===== src/design/nau_pkg.sv =====
package nau_pkg;

	// word format
	localparam int WORD_W        = 24;
	localparam int FRAC_BITS     = 16;
	localparam int TABLE_ENTRIES = 256;
	localparam int SCALE_DIV     = 100;
	localparam int HALF_DIV      = SCALE_DIV / 2;

	// sigmoid table
	localparam int ROM_FRAC = 30;
	localparam int ROM_W    = ROM_FRAC + 1;
	localparam int IDX_W    = $clog2(TABLE_ENTRIES + 1);
	localparam int POS_SH   = FRAC_BITS + 4;
	localparam int ARG_W    = WORD_W + 1;
	localparam int POS_W    = ARG_W + IDX_W;
	localparam int RND_SH   = ROM_FRAC - FRAC_BITS;

	// datapath widths
	localparam int OPB_W   = WORD_W + 1;
	localparam int PROD_W  = WORD_W + OPB_W;
	localparam int DER_W   = PROD_W + 1;
	localparam int NUM_W   = (2 * WORD_W - FRAC_BITS > WORD_W + 1) ?
		(2 * WORD_W - FRAC_BITS) : (WORD_W + 1);
	localparam int Q_W     = NUM_W - 6;
	localparam int RECIP_W = NUM_W - 6;
	localparam longint unsigned RECIP = (64'd1 << NUM_W) / SCALE_DIV;

	// fixed-point constants
	localparam longint ONE_Q       = longint'(1) << FRAC_BITS;
	localparam longint ONE_SQ      = longint'(1) << (2 * FRAC_BITS);
	localparam longint ROM_ONE     = longint'(1) << ROM_FRAC;
	localparam longint RND_HALF    = longint'(1) << (RND_SH - 1);
	localparam longint RND_HALF100 = longint'(HALF_DIV) << RND_SH;
	localparam longint DER_HALF    = longint'(1) << (FRAC_BITS - 1);
	localparam longint DER_HALF100 = longint'(HALF_DIV) << FRAC_BITS;
	localparam longint RELU_DER_LOW = (ONE_Q + HALF_DIV) / SCALE_DIV;
	localparam longint SAT_POS     = (longint'(1) << (WORD_W - 1)) - 1;
	localparam longint SAT_NEG_MAG = longint'(1) << (WORD_W - 1);

	// register map
	localparam int ADDR_W    = 3;
	localparam int REG_IDX_W = ADDR_W - 2;
	localparam logic [REG_IDX_W-1:0] REG_MODE = '0;

	typedef logic [1:0] mode_t;
	localparam mode_t MODE_SIGMOID = 2'd0;
	localparam mode_t MODE_RELU    = 2'd1;
	localparam mode_t MODE_TANH    = 2'd2;

	localparam logic FUNC_FWD = 1'b0;
	localparam logic FUNC_DER = 1'b1;

	typedef struct packed {
		logic                     func;
		logic signed [WORD_W-1:0] value;
		logic                     is_last;
	} nau_req_t;

	typedef struct packed {
		logic signed [WORD_W-1:0] result;
		logic                     last_out;
	} nau_rsp_t;

	typedef struct packed {
		logic [IDX_W-1:0]  idx;
		logic [POS_SH-1:0] frac;
		logic              oor;
	} nau_lut_t;

	typedef struct packed {
		logic                     func;
		mode_t                    mode;
		logic signed [WORD_W-1:0] x;
		logic                     last;
	} nau_ctl_t;

	typedef struct packed {
		logic  func;
		mode_t mode;
		logic  div;
		logic  neg;
		logic  base;
		logic  last;
	} nau_fin_t;

	// shift-and-subtract long division for table generation
	function automatic longint unsigned udiv64(input longint unsigned num,
		input longint unsigned den);
		longint unsigned q;
		longint unsigned r;
		q = '0;
		r = '0;
		for (int i = 63; i >= 0; i--) begin
			r = {r[62:0], num[i]};
			q = {q[62:0], 1'b0};
			if (r >= den) begin
				r    = r - den;
				q[0] = 1'b1;
			end
		end
		return q;
	endfunction

	// sigmoid sample k, 30 fraction bits; evaluated at elaboration only
	function automatic logic [ROM_W-1:0] rom_entry(input int k);
		longint          acc;
		longint unsigned term;
		longint unsigned e;
		longint unsigned p;
		longint unsigned d;
		longint unsigned q;
		acc  = longint'(1) << 32;
		term = 64'd1 << 32;
		for (int n = 1; n <= 24; n++) begin
			term = udiv64(term * 64'd16, 64'(TABLE_ENTRIES) * 64'(n));
			if (n % 2 == 1) acc = acc - longint'(term);
			else acc = acc + longint'(term);
		end
		e = longint'(acc);
		p = 64'd1 << 32;
		for (int j = 0; j < k; j++) begin
			p = (p * e + (64'd1 << 31)) >> 32;
		end
		d = (64'd1 << 32) + p;
		q = udiv64((64'd1 << 62) + (d >> 1), d);
		return q[ROM_W-1:0];
	endfunction

endpackage


===== src/design/nau_div100.sv =====
module nau_div100 (
	input  logic                          clk,
	input  logic [nau_pkg::NUM_W-1:0]     num,
	output logic [nau_pkg::Q_W-1:0]       quo
);

	localparam int NW = nau_pkg::NUM_W;
	localparam int QW = nau_pkg::Q_W;

	logic [NW+nau_pkg::RECIP_W-1:0] prod_c;
	logic [NW-1:0]                  rem_c;

	logic [NW-1:0] num_s6;
	logic [QW-1:0] q0_s6;
	logic [QW-1:0] quo_s7;

	// reciprocal estimate is low by at most one
	assign prod_c = num * nau_pkg::RECIP_W'(nau_pkg::RECIP);
	assign rem_c  = num_s6 - NW'(q0_s6) * NW'(nau_pkg::SCALE_DIV);

	always_ff @(posedge clk) begin
		num_s6 <= num;
		q0_s6  <= QW'(prod_c >> NW);
		if (rem_c >= NW'(nau_pkg::SCALE_DIV)) quo_s7 <= q0_s6 + 1'b1;
		else quo_s7 <= q0_s6;
	end

	assign quo = quo_s7;

endmodule

===== config.mk =====
export PLATFORM = sky130hd
export DESIGN_NAME = nau_div100
export DESIGN_NICKNAME = d
export VERILOG_FILES = /design/src/design/nau_pkg.sv /design/src/design/nau_div100.sv
export SDC_FILE = /design/constraint.sdc
export NUM_CORES = 1
export LEC_CHECK = 0
export BUFFER_PORTS_ARGS = -buffer_cell sky130_fd_sc_hd__buf_2
export CORE_MARGIN = 2
export CORE_UTILIZATION = 55
export CTS_CLUSTER_SIZE = 14
export DETAILED_ROUTE_END_ITERATION = 8
export HOLD_SLACK_MARGIN = 0.05
export PLACE_DENSITY = 0.79
export SLEW_MARGIN = 10
export SYNTH_ARGS = -nofsm -noshare
export SYNTH_HDL_FRONTEND = slang
export SYNTH_SLANG_ARGS = --single-unit

===== constraint.sdc =====
create_clock -name clk -period 13.9 [get_ports clk]
set_input_delay 2.78 -clock clk [delete_from_list [all_inputs] [get_ports clk]]
set_output_delay 2.78 -clock clk [all_outputs]
set_load 0.02 [all_outputs]

==> out/summary.txt <==
Arrival @ worst endpoint -> 9.76 ns
routability congestion estimate -> 0.975
CP cell instances -> buf_2, ha_1, fa_1, fa_1, fa_1, inv_1, fa_1, inv_1, fa_1, fa_1, ha_1, a21oi_1, o21ai_0, a21oi_1, o211ai_1, a221oi_1, nand2_1, a211o_1, a211o_1, a221oi_1, o21ai_0, nor2_1, xnor2_1
Syn Std Cell Area -> 0.0187 mm^2
fin cells -> 2,411
top-area cell type share of the netlist area -> 32.0%
global route overflow -> 0
Final min period -> 9.48 ns
register area share after synthesis -> 8.79%
port bufs -> 58
CP endpoint kind -> flip-flop
Die Y -> 188 um
largest net degree at the start of global routing -> 28
Critical-path top delay cell -> fa_1
die extent in x -> 188 um
required time of the critical path -> 14.18 ns
Most used DFF post-synth -> dfxtp_1
worst-path fanout max -> 11
Mapped Cells -> 1,899
GRT Overall Usage -> 26.3%
Starting Density -> 55.7%
unrepaired setup endpoints after global routing -> false
Final Net Count -> 2,720
crit path buf inv count -> 3
Top delay family on crit path -> adder cells
worst hold path class -> flip-flop to flip-flop
Post-CTS Hold Buffers -> 0
H-tree depth -> 3
clock sink count -> 82
First-pass DRT Iterations -> 6
synth warn -> 0
slew margin rel. -> 59.5%
worst-case clock buffer depth -> 2
Pins Over Slew Limit -> 0
Place WS -> 4.12 ns
Area growth, synth to finish -> 5.89%
initial antenna violation count -> 0
max-cap violations -> 0
post-synth cell types -> 67
Fillers -> 2,759
die area -> 0.0355 mm^2
ranking of synthesized cells by area -> fa_1, ha_1, inv_1, dfxtp_1, xnor2_1
DRC -> 0
Worst Setup Path Type -> input port to flip-flop
Startpoint Class -> input port
synthesized flop and latch total -> 82
CTS tree -> done
placed cells -> 2,395
via count -> 13.5k
top layer in use -> met4
CTS root buffer -> clkbuf_16
core area -> 0.0335 mm^2
setup ws final -> 4.42 ns
Sequential cell area -> 0.00164 mm^2
clk_lat worst skew -> 0.36 ns
Worst-Margin Slew -> 0.600 ns
DR WL/cell -> 18.4 um
Synthesized Nets -> 2,661
Final HPWL DP -> 38.6 mm
Initial DRC Count -> 837
CP max stage delay -> 0.58 ns
antenna cells -> 0
clock-pin slew on the worst setup and hold paths -> 0.07 ns
Async SR Flop Fraction -> 0%
crit-path most repeated cell -> fa_1
final number of hold-violating endpoints -> 0
post-DR vias/cell -> 5.58
met3 wire length -> 1.92 mm
CTS buffer count -> 9
Fmax -> 106 MHz
Detail Route Antenna Nets -> 0
post-route setup TNS -> 0 ns
routed wire length -> 44.3 mm
met2 wire len -> 22.1 mm
met1 wire length -> 18.4 mm
vias in the first global route -> 14.5k
CTS resizes -> 0
number of I/O pins -> 59
# setup viols final -> 0
Multi-input gate area -> 0.0152 mm^2
Fin Clk Skew -> 0.00893 ns
status -> complete, no violations
first-pass GRT wire length -> 73.0 mm
Post-synth EDFFs -> 0
cell taking the most area after synthesis -> fa_1
post-CTS setup buffers -> 0
fraction of layout cells with a size suffix above 1 -> 4.64%
Avg Synthesized Cell Area -> 9.84 um^2
Final Cycle Share -> 68.2%
row count -> 67
-- per-layer routing --
layer  up-vias  global-route usage, %
met4         0                   11.2
li1       6283                      -
met5         -                      0
met3       116                   2.81
met1      6663                   33.1
met2       389                   46.0
-- state kept, by name, indices dropped and copies added (netlist names) --
register  flops
q0_s6        26
quo          26
num_s6       30
-- Yosys cell counts (3+ instances only) --
master     instances
a221oi_1           5
mux2i_1            3
o21bai_1          13
nand2b_1          17
or4_1              5
xor2_1            30
nor3_1            11
fa_1             299
dfxtp_1           82
nor3b_1            5
and3_1            15
nand2_1           56
o21ai_0           44
nand3_2            3
a31oi_1            9
a211oi_1           5
nor4_1             3
nand4b_1           4
clkbuf_1           5
xnor2_1           62
o2111ai_1          5
inv_1            489
nand3_1           24
a21boi_0           3
nor2b_1           19
a21oi_1           82
and4_1             3
o211ai_1           7
o31ai_1            4
a21o_1            33
or2_2              6
o21a_1            11
and2_1             3
nor2_1            38
a311oi_1           3
nand4_1           17
a211o_1            4
ha_1             430
or3_1              4
-- final timing paths --
path / start / to / slack [ns] / cells after the start
min: q0_s6[25] / quo[25] / 0.53 / 1
max reg2reg: q0_s6[5] / quo[22] / 5.82 / 31
min reg2reg: q0_s6[25] / quo[25] / 0.53 / 1
max: num[16] / q0_s6[25] / 4.42 / 23
-- layout make-up --
class | count | area share, %
multi-input cells | 1318 | 76.6
inverters | 489 | 9.28
flip-flops and latches | 82 | 8.30
well taps | 448 | 2.83
repair buffers | 58 | 1.47
clock buffers | 9 | 1.14
clock inverters | 7 | 0.411
-- cell usage in the layout (no fill, tap or decap), types with 5 or more instances in the layout --
cell	instances
xor2_1	30
fa_1	299
a21o_1	33
o21ai_0	44
o21a_1	11
ha_1	430
a21oi_1	82
inv_1	489
nand3_1	24
a31oi_1	9
nor2_1	38
nor2b_1	19
dfxtp_1	82
clkbuf_16	9
o2111ai_1	5
o21bai_1	13
nand2_1	56
and3_1	15
xnor2_1	62
o211ai_1	7
nor3_1	11
buf_2	58
nor3b_1	5
nand2b_1	17
a211oi_1	5
or2_2	6
or4_1	5
a221oi_1	5
nand4_1	17
-- worst reg2reg max path, delay by kind of cell, from the launching register on --
kind                       cells  cell delay, ns
AOI/OAI and AO/OA              9            2.49
xor gates and xnor gates       2            0.29
adders and majority gates      5            1.73
buffers and inverters          2            0.09
and+or+nand+nor               13            2.88
DFF                            1            0.51
-- metrics by stage --
step / utilization (%) / instance area (um^2) / hold WS, ns
6_report: 59.0 / 19800 / 0.529
5_1_grt: 59.0 / 19800 / 0.534
4_1_cts: 59.0 / 19800 / 0.529
3_5_place_dp: 58.1 / 19500 / 0.526
3_3_place_gp: 58.1 / 19500 / 0.522
2_1_floorplan: - / 18700 / 0.459
-- logic make-up after synthesis --
family	share of synthesized area [%]
mux	0.221
xor+xnor	4.31
simple gates	6.88
compound gates	8.85
fa+ha+maj	60.8
flops	8.79
buf+inv	10.1
Power is left out: the tool's default activity adds up to more than one toggle a clock period on the data nets, which glitch-free logic cannot reach.
